`src/rtl/adpd_pkg.sv`:
```
// Shared types and constants for the addressed packet deframer.
`timescale 1ns / 1ps

package adpd_pkg;

  // Field widths.
  localparam int BYTE_W  = 8;
  localparam int WORD_W  = 32;
  localparam int SHIFT_W = 24;
  localparam int COUNT_W = 11;
  localparam int CFG_ADDR_W = 8;
  localparam int CFG_DATA_W = 32;

  // Largest payload length (in the length word's units) that is not oversize.
  localparam logic [WORD_W-1:0] MAX_PAYLOAD_BYTES = 32'd1024;

  // Configuration register indexes.
  localparam logic [CFG_ADDR_W-1:0] CFG_OWN_ADDRESS   = 8'd0;
  localparam logic [CFG_ADDR_W-1:0] CFG_DELIVER_LIMIT = 8'd1;

  // Configuration register reset values.
  localparam logic [WORD_W-1:0]  OWN_ADDRESS_RST   = 32'd0;
  localparam logic [COUNT_W-1:0] DELIVER_LIMIT_RST = 11'd1024;

  // Frame field phase codes.
  localparam logic [1:0] PH_SOURCE  = 2'd0;
  localparam logic [1:0] PH_DEST    = 2'd1;
  localparam logic [1:0] PH_LENGTH  = 2'd2;
  localparam logic [1:0] PH_PAYLOAD = 2'd3;

  localparam logic [1:0] LANE_LAST = 2'd3;

  typedef struct packed {
    logic [WORD_W-1:0]  own_address;
    logic [COUNT_W-1:0] deliver_limit;
  } cfg_t;

  typedef struct packed {
    logic               has_data;
    logic [BYTE_W-1:0]  data_out;
    logic               frame_done;
    logic [WORD_W-1:0]  sender;
    logic [COUNT_W-1:0] delivered_count;
    logic               oversize;
  } result_t;

endpackage

```
`src/rtl/adpd_in_if.sv`:
```
// Receive byte channel interface.
`timescale 1ns / 1ps

interface adpd_in_if;
  logic                      valid;
  logic                      ready;
  logic [adpd_pkg::BYTE_W-1:0] rx_byte;

  modport source (output valid, output rx_byte, input ready);
  modport sink   (input valid, input rx_byte, output ready);
endinterface

```
`src/rtl/adpd_out_if.sv`:
```
// Result channel interface.
`timescale 1ns / 1ps

interface adpd_out_if;
  logic                         valid;
  logic                         ready;
  logic                         has_data;
  logic [adpd_pkg::BYTE_W-1:0]  data_out;
  logic                         frame_done;
  logic [adpd_pkg::WORD_W-1:0]  sender;
  logic [adpd_pkg::COUNT_W-1:0] delivered_count;
  logic                         oversize;

  modport source (output valid, output has_data, output data_out, output frame_done,
                  output sender, output delivered_count, output oversize, input ready);
  modport sink   (input valid, input has_data, input data_out, input frame_done,
                  input sender, input delivered_count, input oversize, output ready);
endinterface

```
`src/rtl/adpd_cfg_if.sv`:
```
// Configuration write channel interface.
`timescale 1ns / 1ps

interface adpd_cfg_if;
  logic                            valid;
  logic                            ready;
  logic [adpd_pkg::CFG_ADDR_W-1:0] addr;
  logic [adpd_pkg::CFG_DATA_W-1:0] data;

  modport source (output valid, output addr, output data, input ready);
  modport sink   (input valid, input addr, input data, output ready);
endinterface

```
`src/rtl/adpd_cfg_regs.sv`:
```
// Configuration registers: own address and delivery limit.
`timescale 1ns / 1ps

module adpd_cfg_regs (
  input  logic            clk,
  input  logic            rst_n,
  adpd_cfg_if.sink        cfg_if,
  output adpd_pkg::cfg_t  cfg
);

  adpd_pkg::cfg_t cfg_r;
  adpd_pkg::cfg_t cfg_nxt;

  assign cfg_if.ready = 1'b1;
  assign cfg = cfg_r;

  always_comb begin
    cfg_nxt = cfg_r;
    if (cfg_if.valid) begin
      if (cfg_if.addr == adpd_pkg::CFG_OWN_ADDRESS) begin
        cfg_nxt.own_address = cfg_if.data;
      end else if (cfg_if.addr == adpd_pkg::CFG_DELIVER_LIMIT) begin
        cfg_nxt.deliver_limit = cfg_if.data[adpd_pkg::COUNT_W-1:0];
      end
    end
  end

  always_ff @(posedge clk) begin
    if (!rst_n) begin
      cfg_r.own_address   <= adpd_pkg::OWN_ADDRESS_RST;
      cfg_r.deliver_limit <= adpd_pkg::DELIVER_LIMIT_RST;
    end else begin
      cfg_r <= cfg_nxt;
    end
  end

endmodule

```
`src/rtl/adpd_parser.sv`:
```
// Frame parser: word assembly, header decode and payload/completion decisions.
`timescale 1ns / 1ps

module adpd_parser (
  input  logic                          clk,
  input  logic                          rst_n,
  input  logic                          accept,
  input  logic [adpd_pkg::BYTE_W-1:0]   rx_byte,
  input  adpd_pkg::cfg_t                cfg,
  output logic                          res_valid,
  output adpd_pkg::result_t             res
);

  logic [1:0]                     lane_r, lane_nxt;
  logic [1:0]                     phase_r, phase_nxt;
  logic [adpd_pkg::SHIFT_W-1:0]   shift_r, shift_nxt;
  logic [adpd_pkg::WORD_W-1:0]    source_r, source_nxt;
  logic                           match_r, match_nxt;
  logic [adpd_pkg::WORD_W-1:0]    words_left_r, words_left_nxt;
  logic [adpd_pkg::COUNT_W-1:0]   index_r, index_nxt;
  logic                           too_long_r, too_long_nxt;
  logic [adpd_pkg::COUNT_W-1:0]   cap_r, cap_nxt;

  logic [adpd_pkg::WORD_W-1:0]    word;
  logic                           emit_data;
  logic                           frame_end;

  assign word = {rx_byte, shift_r};

  always_comb begin
    lane_nxt       = lane_r;
    phase_nxt      = phase_r;
    shift_nxt      = shift_r;
    source_nxt     = source_r;
    match_nxt      = match_r;
    words_left_nxt = words_left_r;
    index_nxt      = index_r;
    too_long_nxt   = too_long_r;
    cap_nxt        = cap_r;
    frame_end      = 1'b0;
    emit_data      = (phase_r == adpd_pkg::PH_PAYLOAD) && match_r && (index_r < cap_r);

    if (emit_data) begin
      index_nxt = index_r + 1'b1;
    end

    if (lane_r != adpd_pkg::LANE_LAST) begin
      shift_nxt[adpd_pkg::BYTE_W*lane_r +: adpd_pkg::BYTE_W] = rx_byte;
      lane_nxt = lane_r + 1'b1;
    end else begin
      lane_nxt = 2'd0;
      unique case (phase_r)
        adpd_pkg::PH_SOURCE: begin
          source_nxt = word;
          phase_nxt  = adpd_pkg::PH_DEST;
        end
        adpd_pkg::PH_DEST: begin
          match_nxt = (word == cfg.own_address);
          phase_nxt = adpd_pkg::PH_LENGTH;
        end
        adpd_pkg::PH_LENGTH: begin
          words_left_nxt = word;
          too_long_nxt   = (word > adpd_pkg::MAX_PAYLOAD_BYTES);
          index_nxt      = '0;
          cap_nxt        = (word < {{(adpd_pkg::WORD_W-adpd_pkg::COUNT_W){1'b0}},
                                    cfg.deliver_limit})
                           ? word[adpd_pkg::COUNT_W-1:0] : cfg.deliver_limit;
          // A zero-length frame ends on its length word.
          if (word != '0) begin
            phase_nxt = adpd_pkg::PH_PAYLOAD;
          end else begin
            phase_nxt = adpd_pkg::PH_SOURCE;
            frame_end = 1'b1;
          end
        end
        adpd_pkg::PH_PAYLOAD: begin
          if (words_left_r > 32'd1) begin
            words_left_nxt = words_left_r - 1'b1;
          end else begin
            words_left_nxt = '0;
            phase_nxt      = adpd_pkg::PH_SOURCE;
            frame_end      = 1'b1;
          end
        end
        default: begin
          phase_nxt = adpd_pkg::PH_SOURCE;
        end
      endcase
    end
  end

  // The last delivered byte always comes before the frame's last byte, so a
  // data item and a completion never coincide.
  always_comb begin
    res_valid           = accept && (emit_data || (frame_end && match_r));
    res.has_data        = emit_data;
    res.data_out        = emit_data ? rx_byte : '0;
    res.frame_done      = frame_end && match_r;
    res.sender          = source_r;
    res.delivered_count = index_nxt;
    res.oversize        = too_long_nxt;
  end

  always_ff @(posedge clk) begin
    if (!rst_n) begin
      lane_r       <= 2'd0;
      phase_r      <= adpd_pkg::PH_SOURCE;
      shift_r      <= '0;
      source_r     <= '0;
      match_r      <= 1'b0;
      words_left_r <= '0;
      index_r      <= '0;
      too_long_r   <= 1'b0;
      cap_r        <= '0;
    end else if (accept) begin
      lane_r       <= lane_nxt;
      phase_r      <= phase_nxt;
      shift_r      <= shift_nxt;
      source_r     <= source_nxt;
      match_r      <= match_nxt;
      words_left_r <= words_left_nxt;
      index_r      <= index_nxt;
      too_long_r   <= too_long_nxt;
      cap_r        <= cap_nxt;
    end
  end

endmodule

```
`src/rtl/adpd_out_stage.sv`:
```
// Result register that drives the output channel.
`timescale 1ns / 1ps

module adpd_out_stage (
  input  logic               clk,
  input  logic               rst_n,
  input  logic               accept,
  input  logic               res_valid,
  input  adpd_pkg::result_t  res,
  output logic               can_take,
  adpd_out_if.source         out_if
);

  logic              valid_r, valid_nxt;
  adpd_pkg::result_t item_r;

  // A new input may enter whenever the held result is absent or leaving.
  assign can_take = !valid_r || out_if.ready;

  always_comb begin
    valid_nxt = valid_r;
    if (accept) begin
      valid_nxt = res_valid;
    end else if (out_if.ready) begin
      valid_nxt = 1'b0;
    end
  end

  always_ff @(posedge clk) begin
    if (!rst_n) begin
      valid_r <= 1'b0;
    end else begin
      valid_r <= valid_nxt;
    end
  end

  always_ff @(posedge clk) begin
    if (accept && res_valid) begin
      item_r <= res;
    end
  end

  assign out_if.valid           = valid_r;
  assign out_if.has_data        = item_r.has_data;
  assign out_if.data_out        = item_r.data_out;
  assign out_if.frame_done      = item_r.frame_done;
  assign out_if.sender          = item_r.sender;
  assign out_if.delivered_count = item_r.delivered_count;
  assign out_if.oversize        = item_r.oversize;

endmodule

```
`src/rtl/addressed_packet_deframer_unit.sv`:
```
// Top level of the addressed packet deframer.
`timescale 1ns / 1ps

// Channel   Dir  Payload                                            Handshake
// in_if     in   rx_byte[7:0]                                       valid/ready
// out_if    out  has_data, data_out[7:0], frame_done, sender[31:0],
//                delivered_count[10:0], oversize                    valid/ready
// cfg_if    in   addr[7:0], data[31:0]                              valid/ready
//
// Each received byte is handled when it is accepted: the parser state and, when the
// byte yields a result, the output register are both updated at the edge where
// the input transaction completes. A result appears on out_if from that register.
// One byte per cycle is sustained while out_if keeps taking results; a stalled
// result holds in_if only while the output register is full and not drained.
// rst_n is synchronous and active low; the block is ready as soon as reset is
// released, and cfg_if is always ready.

module addressed_packet_deframer_unit (
  input  logic         clk,
  input  logic         rst_n,
  adpd_in_if.sink      in_if,
  adpd_out_if.source   out_if,
  adpd_cfg_if.sink     cfg_if
);

  adpd_pkg::cfg_t    cfg;
  adpd_pkg::result_t res;
  logic              res_valid;
  logic              can_take;
  logic              accept;

  // Bytes are taken whenever the output register can absorb a possible result.
  assign in_if.ready = can_take;
  assign accept      = in_if.valid && can_take;

  adpd_cfg_regs u_cfg (
    .clk    (clk),
    .rst_n  (rst_n),
    .cfg_if (cfg_if),
    .cfg    (cfg)
  );

  // Word assembly, header decode, delivery cap and completion detection.
  adpd_parser u_parser (
    .clk       (clk),
    .rst_n     (rst_n),
    .accept    (accept),
    .rx_byte   (in_if.rx_byte),
    .cfg       (cfg),
    .res_valid (res_valid),
    .res       (res)
  );

  adpd_out_stage u_out (
    .clk       (clk),
    .rst_n     (rst_n),
    .accept    (accept),
    .res_valid (res_valid),
    .res       (res),
    .can_take  (can_take),
    .out_if    (out_if)
  );

endmodule

```
`src/flat_wrapper.sv`:
```
// flat-port wrapper written by rule: the top's interface ports become plain ports
module addressed_packet_deframer_unit_flat 
  (clk, rst_n, in_if_valid, in_if_rx_byte, in_if_ready, out_if_valid, out_if_has_data, out_if_data_out, out_if_frame_done, out_if_sender, out_if_delivered_count, out_if_oversize, out_if_ready, cfg_if_valid, cfg_if_addr, cfg_if_data, cfg_if_ready);
  adpd_in_if in_if_i ();
  adpd_out_if out_if_i ();
  adpd_cfg_if cfg_if_i ();
  input  logic clk;
  input  logic rst_n;
  input wire logic [$bits(in_if_i.valid)-1:0] in_if_valid;
  input wire logic [$bits(in_if_i.rx_byte)-1:0] in_if_rx_byte;
  output wire logic [$bits(in_if_i.ready)-1:0] in_if_ready;
  output wire logic [$bits(out_if_i.valid)-1:0] out_if_valid;
  output wire logic [$bits(out_if_i.has_data)-1:0] out_if_has_data;
  output wire logic [$bits(out_if_i.data_out)-1:0] out_if_data_out;
  output wire logic [$bits(out_if_i.frame_done)-1:0] out_if_frame_done;
  output wire logic [$bits(out_if_i.sender)-1:0] out_if_sender;
  output wire logic [$bits(out_if_i.delivered_count)-1:0] out_if_delivered_count;
  output wire logic [$bits(out_if_i.oversize)-1:0] out_if_oversize;
  input wire logic [$bits(out_if_i.ready)-1:0] out_if_ready;
  input wire logic [$bits(cfg_if_i.valid)-1:0] cfg_if_valid;
  input wire logic [$bits(cfg_if_i.addr)-1:0] cfg_if_addr;
  input wire logic [$bits(cfg_if_i.data)-1:0] cfg_if_data;
  output wire logic [$bits(cfg_if_i.ready)-1:0] cfg_if_ready;
  assign in_if_i.valid = in_if_valid;
  assign in_if_i.rx_byte = in_if_rx_byte;
  assign in_if_ready = in_if_i.ready;
  assign out_if_valid = out_if_i.valid;
  assign out_if_has_data = out_if_i.has_data;
  assign out_if_data_out = out_if_i.data_out;
  assign out_if_frame_done = out_if_i.frame_done;
  assign out_if_sender = out_if_i.sender;
  assign out_if_delivered_count = out_if_i.delivered_count;
  assign out_if_oversize = out_if_i.oversize;
  assign out_if_i.ready = out_if_ready;
  assign cfg_if_i.valid = cfg_if_valid;
  assign cfg_if_i.addr = cfg_if_addr;
  assign cfg_if_i.data = cfg_if_data;
  assign cfg_if_ready = cfg_if_i.ready;
  addressed_packet_deframer_unit u_core (.clk(clk), .rst_n(rst_n), .in_if(in_if_i), .out_if(out_if_i), .cfg_if(cfg_if_i));
endmodule
```
`config.mk`:
```
export PLATFORM = sky130hd
export DESIGN_NAME = addressed_packet_deframer_unit_flat
export DESIGN_NICKNAME = d
export VERILOG_FILES = /design/src/rtl/adpd_pkg.sv /design/src/rtl/adpd_in_if.sv /design/src/rtl/adpd_out_if.sv /design/src/rtl/adpd_cfg_if.sv /design/src/rtl/adpd_cfg_regs.sv /design/src/rtl/adpd_parser.sv /design/src/rtl/adpd_out_stage.sv /design/src/rtl/addressed_packet_deframer_unit.sv /design/src/flat_wrapper.sv
export SDC_FILE = /design/constraint.sdc
export NUM_CORES = 1
export LEC_CHECK = 0
export BUFFER_PORTS_ARGS = -buffer_cell sky130_fd_sc_hd__buf_2
export CORE_MARGIN = 4
export CORE_UTILIZATION = 49
export CTS_CLUSTER_DIAMETER = 80
export CTS_CLUSTER_SIZE = 40
export DETAILED_ROUTE_END_ITERATION = 8
export GPL_TIMING_DRIVEN = 0
export HOLD_SLACK_MARGIN = 0.06
export PLACE_DENSITY_LB_ADDON = 0.2
export SYNTH_ARGS = -nofsm -noshare
export SYNTH_HDL_FRONTEND = slang
export SYNTH_SLANG_ARGS = --single-unit
```
`constraint.sdc`:
```
create_clock -name clk -period 14 [get_ports clk]
set_input_delay 3.5 -clock clk [delete_from_list [all_inputs] [get_ports clk]]
set_output_delay 3.5 -clock clk [all_outputs]
set_load 0.05 [all_outputs]
```
==> flow_summary.rst <==
.. list-table::
   :header-rows: 1

   * - Metric
     - Value
   * - Largest cells by area after synthesis
     - dfxtp_1 32%, edfxtp_1 16%, mux2i_1 5.5%, a21oi_1 5.3%, nand2_1 5.2%
   * - Endpoints failing hold
     - 0
   * - YS warnings
     - 0
   * - Ordered list of cells on the worst path
     - buf_2, nor2b_1, inv_1, buf_2
   * - Synth-to-layout area growth
     - 12.4%
   * - Critical path start-end classification
     - in -> out
   * - Setup repair after global routing missed its margin
     - false
   * - FP Rows
     - 51
   * - Residual overflow from global routing
     - 0
   * - Post-CTS Repair Setup Buffers
     - 0
   * - HP Class
     - reg -> reg
   * - Commonest cells after routing, fill and taps aside
     - 160 x dfxtp_1, 137 x nand2_1, 106 x a21oi_1, 100 x buf_2, 89 x nor2_1
   * - Cell taking the most area after synthesis
     - dfxtp_1
   * - Proportion of power drawn by the clock network
     - 35.9%
   * - Most used DFF post-synth
     - dfxtp_1
   * - Number of design-rule violations left by the first detailed-router iteration
     - 980
   * - Worst slack at placement
     - 6.23 ns
   * - Internal Power
     - 0.000816 W
   * - Chip width
     - 150 um
   * - Residual DRC count
     - 0
   * - Worst Skew
     - 0.0475 ns
   * - Via count of the first global-routing pass
     - 8064
   * - Final period utilization
     - 55.5%
   * - Met1 Wirelength
     - 12400 um
   * - Clock latency on the worst-skew pair
     - 0.49 ns
   * - Net switching component of the power
     - 0.000258 W
   * - Final setup slack of the worst path
     - 6.22 ns
   * - Final Critical Period
     - 7.78 ns
   * - F_max
     - 129 MHz
   * - Max-slew violation count
     - 0
   * - Vias per cell
     - 5.85
   * - H-tree depth reported by CTS
     - 1
   * - LEAKAGE
     - 4.40 nW
   * - Final number of setup-violating endpoints
     - 0
   * - Worst hold stages
     - 0
   * - Number of hold buffers added after cts
     - 0
   * - Cell depth of the worst flop-to-flop path
     - 8
   * - First-pass GRT wire length
     - 44300 um
   * - Number of antenna violations at the first check in global routing
     - 0
   * - Global placement routability congestion
     - 0.968
   * - Portion of the post-synthesis area used by sequential elements
     - 48.6%
   * - PostCTS Resize Cnt
     - 0
   * - Endpoint kind of the worst setup timing path
     - output port
   * - Clock Pin Slew Worst Setup and Hold Paths
     - 0.12 ns
   * - Die boundary height
     - 150 um
   * - Number of distinct standard cells referenced by the synthesized netlist
     - 68
   * - Share of synthesized flip-flops with an asynchronous set or reset
     - 0%
   * - Overall power
     - 0.00107 W
   * - # Max-Cap Violations
     - 0
   * - Worst hold start
     - u_core.u_parser.source_r[21]
   * - Setup_tns
     - 0 ns
   * - Combined global-route utilization of all metal layers
     - 24.7%
   * - Met3 WL
     - 2230 um
   * - Clk root buf
     - clkbuf_16
   * - Cell mode on critical path
     - buf_2
   * - R2r setup slk
     - 10.08 ns
   * - CTS tree
     - yes
   * - Post-synth EDFFs
     - 54
   * - Count of mapped cells out of synthesis
     - 1087
   * - Post-synthesis instance area
     - 9930 um2
   * - TritonCTS Sinks
     - 214
   * - Num ports
     - 110
   * - Critical path startpoint category
     - input port
   * - Area share of the largest cell type after synthesis
     - 32.2%
   * - Highest Signal Layer
     - met4
   * - IR Drop Worst-Case VDD
     - 0.0756 mV
   * - Register share of total power
     - 59.4%
   * - Initial cell density of the core
     - 50.4%
   * - Placeable core region
     - 19700 um2
   * - Total detailed-routing wirelength
     - 28400 um
   * - Master of the slowest instance on the critical path
     - nor2b_1
   * - Number of port buffers
     - 99
   * - Clk buf depth
     - 3
   * - Final net count
     - 1281
   * - End point of the most critical hold path
     - u_core.u_out.out_if.sender[21]
   * - Slew of the pin with the lowest slew margin
     - 1.40 ns
   * - Synthesis-stage register bit count
     - 214
   * - Share of layout cells above drive strength 1
     - 11.0%
   * - Sw Share
     - 24.0%
   * - Share of power burned in combinational logic
     - 4.7%
   * - Worst flop-to-flop path endpoint
     - u_core.u_out.out_if.sender[24]
   * - Vias after detailed routing
     - 8598
   * - Post-Synthesis Mean Instance Area
     - 9.14 um2
   * - Hold_ws
     - 0.446 ns
   * - Status
     - finished, final reports clean
   * - Maximum fanout along the worst path
     - 5
   * - Routed length per placed instance
     - 19.4 um
   * - Most frequent standard cell in the layout excluding fill and tap cells
     - dfxtp_1
   * - N_diodes
     - 0
   * - Post-DP HPWL
     - 20200 um
   * - Die area
     - 22600 um2
   * - 1st-pass router iterations
     - 5
   * - Worst endpoint required time
     - 10.50 ns
   * - Final antenna-violating net count
     - 0
   * - Met2 WL post-DR
     - 13000 um
   * - Arrival time of the worst setup path
     - 4.28 ns
   * - Largest stage delay on the critical path
     - 0.30 ns
   * - Beginning of the worst register-to-register path
     - u_core.u_parser.words_left_r[8]
   * - Power density over the cells
     - 96.1 nW/um2
   * - Pin count of the biggest net entering global routing
     - 39
   * - Worst rel slew slack
     - 6.00%
   * - Synth Net Count
     - 1168
   * - CTS buffer count
     - 11
-- worst max-delay path by stage --
stage,from,endpoint,cells after the start
final,out_if_ready,in_if_ready,4
after global routing,out_if_ready,in_if_ready,4
after CTS,out_if_ready,in_if_ready,4
after detailed placement,out_if_ready,in_if_ready,4
after global placement,in_if_rx_byte[7],u_core.u_out.out_if.sender[14],7
after floorplan,out_if_ready,in_if_ready,2
-- per-layer routing --
layer	vias up	track usage (%)
li1	4160	-
met1	3977	34.6
met4	0	7.37
met2	400	40.0
met3	61	3.52
met5	-	0
-- final cells by class --
type	instances	area (um2)
Fill cell	1795	8550
Tap cell	265	332
Timing Repair Buffer	100	515
Clock buffer	13	303
Inverter	36	135
Clock inverter	4	75.1
Multi-Input combinational cell	767	4710
Sequential cell	214	4820
Buffer	70	275
-- worst max-delay path: cells and delay by family --
kind	cells	cell delay [ns]
buf+inv	3	0.47
simple gates	1	0.30
-- power groups by stage --
stage	Clock (W)	Sequential (W)	Combinational, W
after global routing	0.000414	0.000638	0.0000551
after global placement	0	0.000651	0.0000494
final	0.000386	0.000637	0.0000506
after CTS	0.000393	0.000637	0.0000500
after floorplan	0	0.000648	0.0000293
after detailed placement	0	0.000651	0.0000497
-- cell families after synthesis --
family | after synthesis | share of synthesized area, %
compound gates | 238 | 14.9
xor+xnor | 35 | 3.09
fa+ha+maj | 28 | 3.53
buf+inv | 106 | 4.13
flops | 214 | 48.6
mux | 56 | 5.66
other cells | 1 | 0.0378
simple gates | 409 | 20.1
-- registers in the layout (all words and copies together), names as in the netlist --
signal                               flops
u_core.u_out.out_if.oversize             1
u_core.u_out.out_if.sender              32
u_core.u_parser.index_r                 11
u_core.u_out.out_if.valid                1
u_core.u_out.out_if.has_data             1
u_core.u_parser.too_long_r               1
u_core.u_parser.shift_r                 24
u_core.u_parser.words_left_r            32
u_core.u_parser.phase_r                  2
u_core.u_parser.cap_r                   11
u_core.u_parser.lane_r                   2
u_core.u_parser.match_r                  1
u_core.u_out.out_if.delivered_count     11
u_core.u_out.out_if.data_out             8
u_core.u_cfg.cfg                        43
u_core.u_out.out_if.frame_done           1
u_core.u_parser.source_r                32
-- metrics by stage --
stage | instances | util [%] | area [um2]
final | 1469 | 56.6 | 11200
after global routing | 1469 | 56.6 | 11200
after CTS | 1469 | 56.6 | 11200
after detailed placement | 1452 | 54.7 | 10800
after global placement | 1451 | 54.6 | 10800
after floorplan | 1087 | - | 9930
-- synth_stat cells (8+ instances only) --
cell type    n
edfxtp_1    54
nand3_1     33
nor4_1      33
nor3_1      18
dfxtp_1    160
nor2_1      90
or4_1       16
xor2_1      32
o21ai_0     37
a31oi_1     14
clkbuf_1    61
nand2_1    137
mux2i_1     55
inv_1       34
nand4_1     26
ha_1        28
and2_1      10
a21oi_1    106
a32o_1       9
o211ai_1     8
o31ai_1     10
(Power assumes the default switching activity.)
